File: config.mk
export PLATFORM = sky130hd
export DESIGN_NAME = tmcw_front
export DESIGN_NICKNAME = d
export VERILOG_FILES = /design/src/tmcw_pkg.sv /design/src/tmcw_front.sv
export SDC_FILE = /design/constraint.sdc
export NUM_CORES = 1
export LEC_CHECK = 0
export ABC_AREA = 1
export BUFFER_PORTS_ARGS = -buffer_cell sky130_fd_sc_hd__buf_4
export CELL_PAD_IN_SITES_DETAIL_PLACEMENT = 1
export CELL_PAD_IN_SITES_GLOBAL_PLACEMENT = 1
export CORE_ASPECT_RATIO = 1.5
export CORE_MARGIN = 8
export CORE_UTILIZATION = 21
export DETAILED_ROUTE_END_ITERATION = 7
export PLACE_DENSITY = 0.86
export SETUP_SLACK_MARGIN = 0.15
export SYNTH_ARGS = -nofsm -noshare
export SYNTH_HDL_FRONTEND = slang
export SYNTH_SLANG_ARGS = --single-unit
File: constraint.sdc
create_clock -name vclk -period 2.1
set_input_delay 0.315 -clock vclk [all_inputs]
set_output_delay 0.315 -clock vclk [all_outputs]
set_load 0.005 [all_outputs]
File: src/tmcw_pkg.sv
// Package for the text-mode character writer: operation codes, character codes,
// command classification types and default screen geometry.
// No dependencies; every other file of the block refers to it by scoped names.
package tmcw_pkg;

  // Default screen geometry and queue depth.
  localparam int SCREEN_COLUMNS = 80;
  localparam int SCREEN_ROWS    = 25;
  localparam int QUEUE_DEPTH    = 2;

  // Input operation codes.
  localparam logic [1:0] OP_WRITE_CURSOR = 2'd0;
  localparam logic [1:0] OP_WRITE_AT     = 2'd1;
  localparam logic [1:0] OP_READ_CELL    = 2'd2;

  // Character codes and the attribute value after reset.
  localparam logic [7:0] NEWLINE_CODE = 8'd10;
  localparam logic [7:0] SPACE_CODE   = 8'd32;
  localparam logic [7:0] ATTR_RESET   = 8'd7;

  // What the back end has to do with one item.
  typedef enum logic [1:0] {
    KIND_CHAR    = 2'd0,
    KIND_NEWLINE = 2'd1,
    KIND_READ    = 2'd2,
    KIND_NOP     = 2'd3
  } tmcw_kind_t;

  // Control part of a classified command.
  typedef struct packed {
    tmcw_kind_t  kind;
    logic        at_addr;    // use the given column and row, not the cursor
    logic [7:0]  character;
  } tmcw_cmd_ctl_t;

endpackage

File: src/tmcw_front.sv
// Front end of the text-mode character writer: classifies an input item and
// turns its column and row into a saturated cell address.
// Depends on tmcw_pkg.
module tmcw_front #(
  parameter int SCREEN_COLUMNS = tmcw_pkg::SCREEN_COLUMNS,
  parameter int SCREEN_ROWS    = tmcw_pkg::SCREEN_ROWS
) (
  input  logic [1:0]                  in_op,
  input  logic [7:0]                  in_character,
  input  logic [6:0]                  in_column,
  input  logic [4:0]                  in_line,
  output tmcw_pkg::tmcw_cmd_ctl_t     cmd_ctl,
  output logic [$clog2(SCREEN_COLUMNS)-1:0]             cmd_col,
  output logic [$clog2(SCREEN_ROWS)-1:0]                cmd_row,
  output logic [$clog2(SCREEN_COLUMNS*SCREEN_ROWS)-1:0] cmd_idx
);

  localparam int COL_W = $clog2(SCREEN_COLUMNS);
  localparam int ROW_W = $clog2(SCREEN_ROWS);
  localparam int IDX_W = $clog2(SCREEN_COLUMNS * SCREEN_ROWS);

  logic [COL_W-1:0] col_sat;
  logic [ROW_W-1:0] row_sat;

  // Out-of-range coordinates clamp to the last column or row.
  assign col_sat = (32'(in_column) >= SCREEN_COLUMNS) ? COL_W'(SCREEN_COLUMNS - 1)
                                                      : COL_W'(in_column);
  assign row_sat = (32'(in_line) >= SCREEN_ROWS) ? ROW_W'(SCREEN_ROWS - 1)
                                                 : ROW_W'(in_line);

  assign cmd_col = col_sat;
  assign cmd_row = row_sat;
  assign cmd_idx = IDX_W'(IDX_W'(row_sat) * IDX_W'(SCREEN_COLUMNS) + IDX_W'(col_sat));

  always_comb begin
    cmd_ctl.character = in_character;
    cmd_ctl.at_addr   = (in_op != tmcw_pkg::OP_WRITE_CURSOR);
    case (in_op)
      tmcw_pkg::OP_WRITE_CURSOR, tmcw_pkg::OP_WRITE_AT: begin
        cmd_ctl.kind = (in_character == tmcw_pkg::NEWLINE_CODE) ? tmcw_pkg::KIND_NEWLINE
                                                                 : tmcw_pkg::KIND_CHAR;
      end
      tmcw_pkg::OP_READ_CELL: begin
        cmd_ctl.kind = tmcw_pkg::KIND_READ;
      end
      default: begin
        cmd_ctl.kind = tmcw_pkg::KIND_NOP;
      end
    endcase
  end

endmodule

==> impl_metrics.toml <==
[power_and_ir_drop]
p_sw_frac = 0.4413
pwr-share-comb = 1.000
p_switching_mw = 0.2065
pwr-share-seq = 0
power_mw = 0.4679
ir_worst_vdd_mv = 0.1461
p_int_mw = 0.2614
leakage_nw = 0.8011
clkPwrFrac = 0
power_density_nw_per_um2 = 312.2

[clock_tree]
ctsHoldBuffers = 0

[placement]
port_buffers = 56
dp_hpwl_um = 2547
dp_cells = 203
gp_congestion = 0.7374

[synthesis]
synth_top_area_cell = "nand2_1"
yosysSeqAreaShare = 0
synth_area_leaders = "nand2_1 16%, ha_1 16%, buf_4 15%, inv_1 11%, fa_1 6.5%"
synth.top_cells.by_count = "27 x nand2_1, 18 x inv_1, 12 x buf_4, 8 x ha_1"
synth.most_common_cell = "nand2_1"
synth_area_um2 = 614.3
synth_top_area_frac = 0.1650
yosys_warnings = 0
avgSynthCellArea_um2 = 5.907
synth_cell_types = 22
synth_nets = 136
synthCells = 104

[global_route]
antenna_found_initial = 0
grt_pass1_wl_um = 5016
grt_overflow = 0
grt_max_degree = 6
grt_pass1_vias = 1130
grt_usage = 0.1298

[setup_path]
crit_path_cell_trace = "buf_8 > nor2_4 > a21oi_4 > nor2_4 > ha_4 > ha_4 > fa_2 > nand2_2 > inv_2 > nand2_1 > nand2_1 > nand2_2 > buf_6"
slowest_stage = "fa_2"
crit_path_max_fanout = 4
required_ns = 1.78
setup.worst_path.class = "in -> out"
crit_family = "adder cells"
endpoint_kind = "primary output"
start_kind = "primary input"
crit_arrival_ns = 2.20
crit_buf_inv = 3
crit_start = "in_line[2]"
critPathMaxStageDelay_ns = 0.60

[detailed_routing]
remaining_drc_errors = 0
vias = 960
drtPass1Iterations = 4
final_antenna_net_count = 0
drt-total-wl_um = 3775
viasPerCell = 4.424
wl_per_cell_um = 17.40
drt_iter0_drc = 9

[floorplanning]
dieArea_um2 = 4948
ios = 56
core_um2 = 2853
die_h_um = 82.25
rows = 24
start_util = 0.2154
die_w_um = 60.16

[sta]
setup_ws_ns = -0.4141
setup_violations = 6
drv_slew = 0
timing.final.crit_share = 1.197
hold_viol = 0
tns_ns = -1.676
final.min_clock_period_ns = 2.514
rsz0062_at_grt = "yes"
fmax_ghz = 0.3978
slew_headroom = 0.7768
tightestPinTransition_ns = 0.3313

[cells_and_area]
nets = 212
syn_to_final_growth_pct = 144.0
clkbuf_count = 0
seq_cells = 0
finalNonFillerCells = 217
register_area_um2 = 0
layout-drive-gt1-share = 0.7303
num_antenna_cells = 0
final_util = 0.5254

[hold_path]
min_path_type = "in -> out"
min_from = "in_character[3]"
min_path_cells = 2
hold_end = "cmd_ctl[3]"

[status]
failed_checks = "negative setup slack"
status = "complete, but fails checks"

[flow_run]
drv_cap = 0
[layer usage]
metal,wire (um),up-vias,part of all wire,global-route usage
met5,0,-,0,0
met4,65,0,0.017,0.03837
met3,375,6,0.099,0.04961
met2,2142,55,0.57,0.2908
met1,1192,443,0.32,0.08688
li1,-,456,-,-
[placed cells by master (no fill, tap or decap), drive strengths merged]
cell and n:
nand2 29, inv 19, ha 8, buf 90
xor2 2, xnor2 1, nor3 1, fa 2
nor2 8, or2 2, nor3b 1, o21ai 2
a21oi 3, nand3 10
[through the flow]
| stage | cell area (um2) | worst slack, ns | hold slack [ns] |
|---|---|---|---|
| after floorplan | 629.4 | -0.1592 | 0.7094 |
| after global placement | 1144 | -0.3902 | 0.8065 |
| after detailed placement | 1144 | -0.4846 | 0.8105 |
| after CTS | 1323 | -0.4288 | 0.8107 |
| after global routing | 1499 | -0.5294 | 0.8178 |
| final | 1499 | -0.4141 | 0.8097 |
[worst max path at each step]
stage / end / slack, ns / depth (start not counted)
3_3_place_gp: cmd_idx[9] / -0.39 / 13
3_5_place_dp: cmd_idx[9] / -0.48 / 13
5_1_grt: cmd_idx[10] / -0.53 / 18
2_1_floorplan: cmd_idx[9] / -0.16 / 11
6_report: cmd_idx[9] / -0.41 / 13
4_1_cts: cmd_idx[9] / -0.43 / 13
[repair_timing]
| action | in CTS | in global routing |
|---|---|---|
| pin swaps | 15 | 14 |
| setup endpoints to repair | 6 | 6 |
| gates resized for setup | 28 | 29 |
| buffers inserted | 8 | 6 |
[power by group through the flow]
stage	Combinational [mW]	Sequential, mW	Clock (mW)
after floorplan	0.152	0	0
after global placement	0.319	0	0
after detailed placement	0.337	0	0
after CTS	0.383	0	0
after global routing	0.502	0	0
final	0.468	0	0
[cell families after synthesis]
| group | count (synthesis) | synth area share |
|---|---|---|
| buf+inv | 35 | 0.2872 |
| compound gates | 5 | 0.05295 |
| xor+xnor | 3 | 0.04278 |
| simple gates | 51 | 0.3890 |
| fa+ha+maj | 10 | 0.2281 |
[final cells by class]
| cell class | count | area [um2] |
|---|---|---|
| Fill cell | 345 | 1354 |
| Timing Repair Buffer | 90 | 754.5 |
| Multi-Input combinational cell | 69 | 624.3 |
| Inverter | 19 | 71.32 |
| Tap cell | 39 | 48.80 |
(Power assumes the default switching activity.)
