$ cat src/tmcw_pkg.sv
// Package for the text-mode character writer: operation codes, character codes,
// command classification types and default screen geometry.
// No dependencies; every other file of the block refers to it by scoped names.
package tmcw_pkg;

  // Default screen geometry and queue depth.
  localparam int SCREEN_COLUMNS = 80;
  localparam int SCREEN_ROWS    = 25;
  localparam int QUEUE_DEPTH    = 2;

  // Input operation codes.
  localparam logic [1:0] OP_WRITE_CURSOR = 2'd0;
  localparam logic [1:0] OP_WRITE_AT     = 2'd1;
  localparam logic [1:0] OP_READ_CELL    = 2'd2;

  // Character codes and the attribute value after reset.
  localparam logic [7:0] NEWLINE_CODE = 8'd10;
  localparam logic [7:0] SPACE_CODE   = 8'd32;
  localparam logic [7:0] ATTR_RESET   = 8'd7;

  // What the back end has to do with one item.
  typedef enum logic [1:0] {
    KIND_CHAR    = 2'd0,
    KIND_NEWLINE = 2'd1,
    KIND_READ    = 2'd2,
    KIND_NOP     = 2'd3
  } tmcw_kind_t;

  // Control part of a classified command.
  typedef struct packed {
    tmcw_kind_t  kind;
    logic        at_addr;    // use the given column and row, not the cursor
    logic [7:0]  character;
  } tmcw_cmd_ctl_t;

endpackage

$ cat src/tmcw_queue.sv
// Short command queue between the front and back ends of the text-mode
// character writer. Depends on tmcw_pkg for its default depth.
module tmcw_queue #(
  parameter int WIDTH = 1,
  parameter int DEPTH = tmcw_pkg::QUEUE_DEPTH
) (
  input  logic             clk,
  input  logic             rst_n,
  input  logic             push_valid,
  output logic             push_ready,
  input  logic [WIDTH-1:0] push_data,
  output logic             pop_valid,
  input  logic             pop,
  output logic [WIDTH-1:0] pop_data
);

  localparam int PTR_W = (DEPTH > 1) ? $clog2(DEPTH) : 1;
  localparam int CNT_W = $clog2(DEPTH + 1);

  logic [WIDTH-1:0] q_r [DEPTH];
  logic [PTR_W-1:0] wr_ptr_r, wr_ptr_nxt;
  logic [PTR_W-1:0] rd_ptr_r, rd_ptr_nxt;
  logic [CNT_W-1:0] cnt_r, cnt_nxt;
  logic             do_push;
  logic             do_pop;

  // Nothing is taken while reset is held.
  assign push_ready = rst_n && (cnt_r != CNT_W'(DEPTH));
  assign pop_valid  = (cnt_r != '0);
  assign pop_data   = q_r[rd_ptr_r];
  assign do_push    = push_valid && push_ready;
  assign do_pop     = pop && pop_valid;

  always_comb begin
    wr_ptr_nxt = wr_ptr_r;
    rd_ptr_nxt = rd_ptr_r;
    cnt_nxt    = cnt_r;
    if (do_push) begin
      wr_ptr_nxt = (wr_ptr_r == PTR_W'(DEPTH - 1)) ? '0 : wr_ptr_r + PTR_W'(1);
    end
    if (do_pop) begin
      rd_ptr_nxt = (rd_ptr_r == PTR_W'(DEPTH - 1)) ? '0 : rd_ptr_r + PTR_W'(1);
    end
    if (do_push && !do_pop) begin
      cnt_nxt = cnt_r + CNT_W'(1);
    end else if (do_pop && !do_push) begin
      cnt_nxt = cnt_r - CNT_W'(1);
    end
  end

  always_ff @(posedge clk) begin
    if (!rst_n) begin
      wr_ptr_r <= '0;
      rd_ptr_r <= '0;
      cnt_r    <= '0;
    end else begin
      wr_ptr_r <= wr_ptr_nxt;
      rd_ptr_r <= rd_ptr_nxt;
      cnt_r    <= cnt_nxt;
    end
  end

  always_ff @(posedge clk) begin
    if (do_push) begin
      q_r[wr_ptr_r] <= push_data;
    end
  end

endmodule

$ cat config.mk
export PLATFORM = sky130hd
export DESIGN_NAME = tmcw_queue
export DESIGN_NICKNAME = d
export VERILOG_FILES = /design/src/tmcw_pkg.sv /design/src/tmcw_queue.sv
export SDC_FILE = /design/constraint.sdc
export NUM_CORES = 1
export LEC_CHECK = 0
export BUFFER_PORTS_ARGS = -buffer_cell sky130_fd_sc_hd__buf_4
export CAP_MARGIN = 40
export CORE_AREA = 2 2 39 41
export DETAILED_ROUTE_END_ITERATION = 16
export DIE_AREA = 0 0 41 43
export GPL_TIMING_DRIVEN = 0
export PLACE_DENSITY = 0.51
export SLEW_MARGIN = 40
export SYNTH_ARGS = -nofsm -noshare
export SYNTH_HDL_FRONTEND = slang
export SYNTH_SLANG_ARGS = --single-unit
$ cat constraint.sdc
create_clock -name clk -period 2.3 [get_ports clk]
set_clock_uncertainty 0.2 [all_clocks]
set_input_delay 0.23 -clock clk [delete_from_list [all_inputs] [get_ports clk]]
set_output_delay 0.23 -clock clk [all_outputs]
set_load 0.01 [all_outputs]
==> flow_metrics.tcl <==
set metrics [dict create \
    grt_pass1_wl_um 897 \
    final.fill_count 151 \
    cpPeakStageDelay_ns 0.35 \
    wirelength_um 480 \
    ant_nets 0 \
    yosysWarnings 0 \
    top_level_ports 8 \
    dieArea_um2 1763 \
    reg2reg_from "cnt_r[0]" \
    mostFrequentLayoutCell "buf_4" \
    finalSetupViolCount 0 \
    r2r_end "cnt_r[1]" \
    cts_resized 0 \
    slowest_stage "dfxtp_1" \
    register_area_um2 160.2 \
    clock-sinks 7 \
    hold_class "in -> reg" \
    gr-total-overflow 0 \
    hold_path_depth 2 \
    synth_cells 30 \
    cp.depth 5 \
    path_buf_inv 0 \
    r2r_cells 5 \
    ir_drop_uv 526.5 \
    io_buffer_count 7 \
    final_nets 49 \
    p_int_uw 341.3 \
    syn2layout_area_growth_pct 34.12 \
    num_vias 230 \
    clk_pin_slew_ns 0.05 \
    final_cell_mix "7 x buf_4, 5 x and2_1, 5 x dfxtp_1" \
    clock_path_buffers 2 \
    ys_seq_area_share_pct 50.20 \
    cp_data_arrival_time_ns 1.81 \
    design_area_um2 427.9 \
    cts_root_buf "clkbuf_4" \
    drc 0 \
    cts_buffers 3 \
    p_switching_uw 146.6 \
    crit_fanout 6 \
    cts_tree "built" \
    switching_share_pct 30.05 \
    worstSkewPairLatency_ns 0.25 \
    endpoint_kind "flop" \
    cp.required_ns 2.28 \
    viasPerCell 3.966 \
    antenna_found_initial 0 \
    path_cells "nand2b_1 > and3_1 > ha_1 > or3_1 > a21boi_1" \
    drv_cap 0 \
    wl_per_cell_um 8.276 \
    r2r_slack_ns 0.47 \
    rsz0062_at_grt "no" \
    p_seq_share_pct 39.5 \
    place_congestion 0.6007 \
    die_w_um 41 \
    ys_types 16 \
    std_cell_rows 14 \
    syn_area_um2 319.1 \
    startpoint_type "flop" \
    finalSetupTns_ns 0 \
    fmax_ghz 0.5472 \
    diodes 0 \
    period_minus_slack_ns 1.827 \
    grt_pass1_vias 243 \
    period_share_pct 79.46 \
    cp_top_family "simple AND/OR/NAND/NOR gates" \
    drive_gt1_share_pct 28.57 \
    tightest_slew_ns 0.2129 \
    combPwrFrac_pct 37.8 \
    total_leakage_power_uw 0.0001832 \
    critPathLaunch "cnt_r[0]" \
    grtUsageTotal_pct 8.283 \
    dp_hpwl_um 367.8 \
    detail_route.iter0.violations 2 \
    relSlewSlack_pct 85.71 \
    multi_input_area_um2 155.1 \
    die_h_um 43 \
    ys_seq_elements 7 \
    first_pass_iters 4 \
    timing.final.max_slew_violations 0 \
    coreArea_um2 1384 \
    worstSetupEndpoint "cnt_r[1]" \
    cts_max_level 1 \
    place_area_um2 391.6 \
    grt_max_degree 8 \
    avgSynthCellArea_um2 10.64 \
    powerDensity_nw_per_um2 1140 \
    status "completed" \
    crit_type "reg -> reg" \
    start_util_pct 23.06 \
    p_clk_share_pct 22.7 \
    hold_viol 0 \
    syn_nets 36 \
]
[logic make-up (layout without fill, tap and decap cells)]
| logic type | count (synthesis) | in the layout | share of synthesized area (%) |
|---|---|---|---|
| buf+inv | 1 | 13 | 1.175 |
| fa+ha+maj | 1 | 1 | 3.921 |
| xor+xnor | 3 | 3 | 8.237 |
| flops | 7 | 7 | 50.20 |
| mux | 1 | 1 | 3.529 |
| compound gates | 5 | 5 | 9.409 |
| simple gates | 12 | 12 | 23.53 |
[metal layers]
metal,GRT usage [%],wire [um],vias up
li1,-,-,124
met1,8.525,226,96
met2,10.94,204,10
met3,9.424,49,0
met4,2.000,0,0
met5,0,0,-
[power groups by stage]
stage,Clock (uW),Combinational [uW],Sequential [uW]
after detailed placement,0,183,196
after floorplan,0,131,190
final,111,184,193
after CTS,116,186,194
after global routing,127,206,202
after global placement,0,180,199
[metrics by stage]
step	total power [uW]	util (%)	std cells	setup WS (ns)	hold slack [ns]
2_1_floorplan	320.5	-	30	0.5796	0.1289
3_3_place_gp	378.6	28.30	53	0.4730	0.2206
3_5_place_dp	379.3	28.30	53	0.4837	0.2240
4_1_cts	496.2	30.92	58	0.4679	0.02528
5_1_grt	534.3	30.92	58	0.3594	0.03199
6_report	487.9	30.92	58	0.4725	0.02854
[Yosys cell counts]
master | count | area share, %
a21boi_1 | 2 | 4.7
and2_1 | 5 | 9.8
and3_1 | 1 | 2.0
dfxtp_1 | 5 | 31
edfxtp_1 | 2 | 19
ha_1 | 1 | 3.9
inv_1 | 1 | 1.2
mux2_2 | 1 | 3.5
nand2b_1 | 1 | 2.0
nor2b_1 | 2 | 3.9
o21ai_0 | 2 | 3.1
o21ai_1 | 1 | 1.6
or2_2 | 1 | 2.0
or3_1 | 2 | 3.9
xnor2_1 | 2 | 5.5
xor2_1 | 1 | 2.7
[worst min-delay path by stage]
stage / startpoint / end / slack, ns
6_report: rst_n / cnt_r[0] / 0.03
5_1_grt: rst_n / flop / 0.03
4_1_cts: rst_n / cnt_r[0] / 0.03
3_5_place_dp: push_data / q_r[1] / 0.22
3_3_place_gp: push_data / q_r[0] / 0.22
2_1_floorplan: push_data / q_r[0] / 0.13
[repair_timing]
action                    4_1_cts  5_1_grt
hold buffers                    1        0
hold endpoints to repair        2        0
buffers inserted                0        0
[final cells by class]
type	instances	share of cell area [%]
inverter	1	0.8772
timing repair buffer	8	14.62
tap	16	4.678
multi-input combinational	22	36.26
sequential	7	37.43
clock buffer	4	6.140
(Power assumes the default switching activity.)
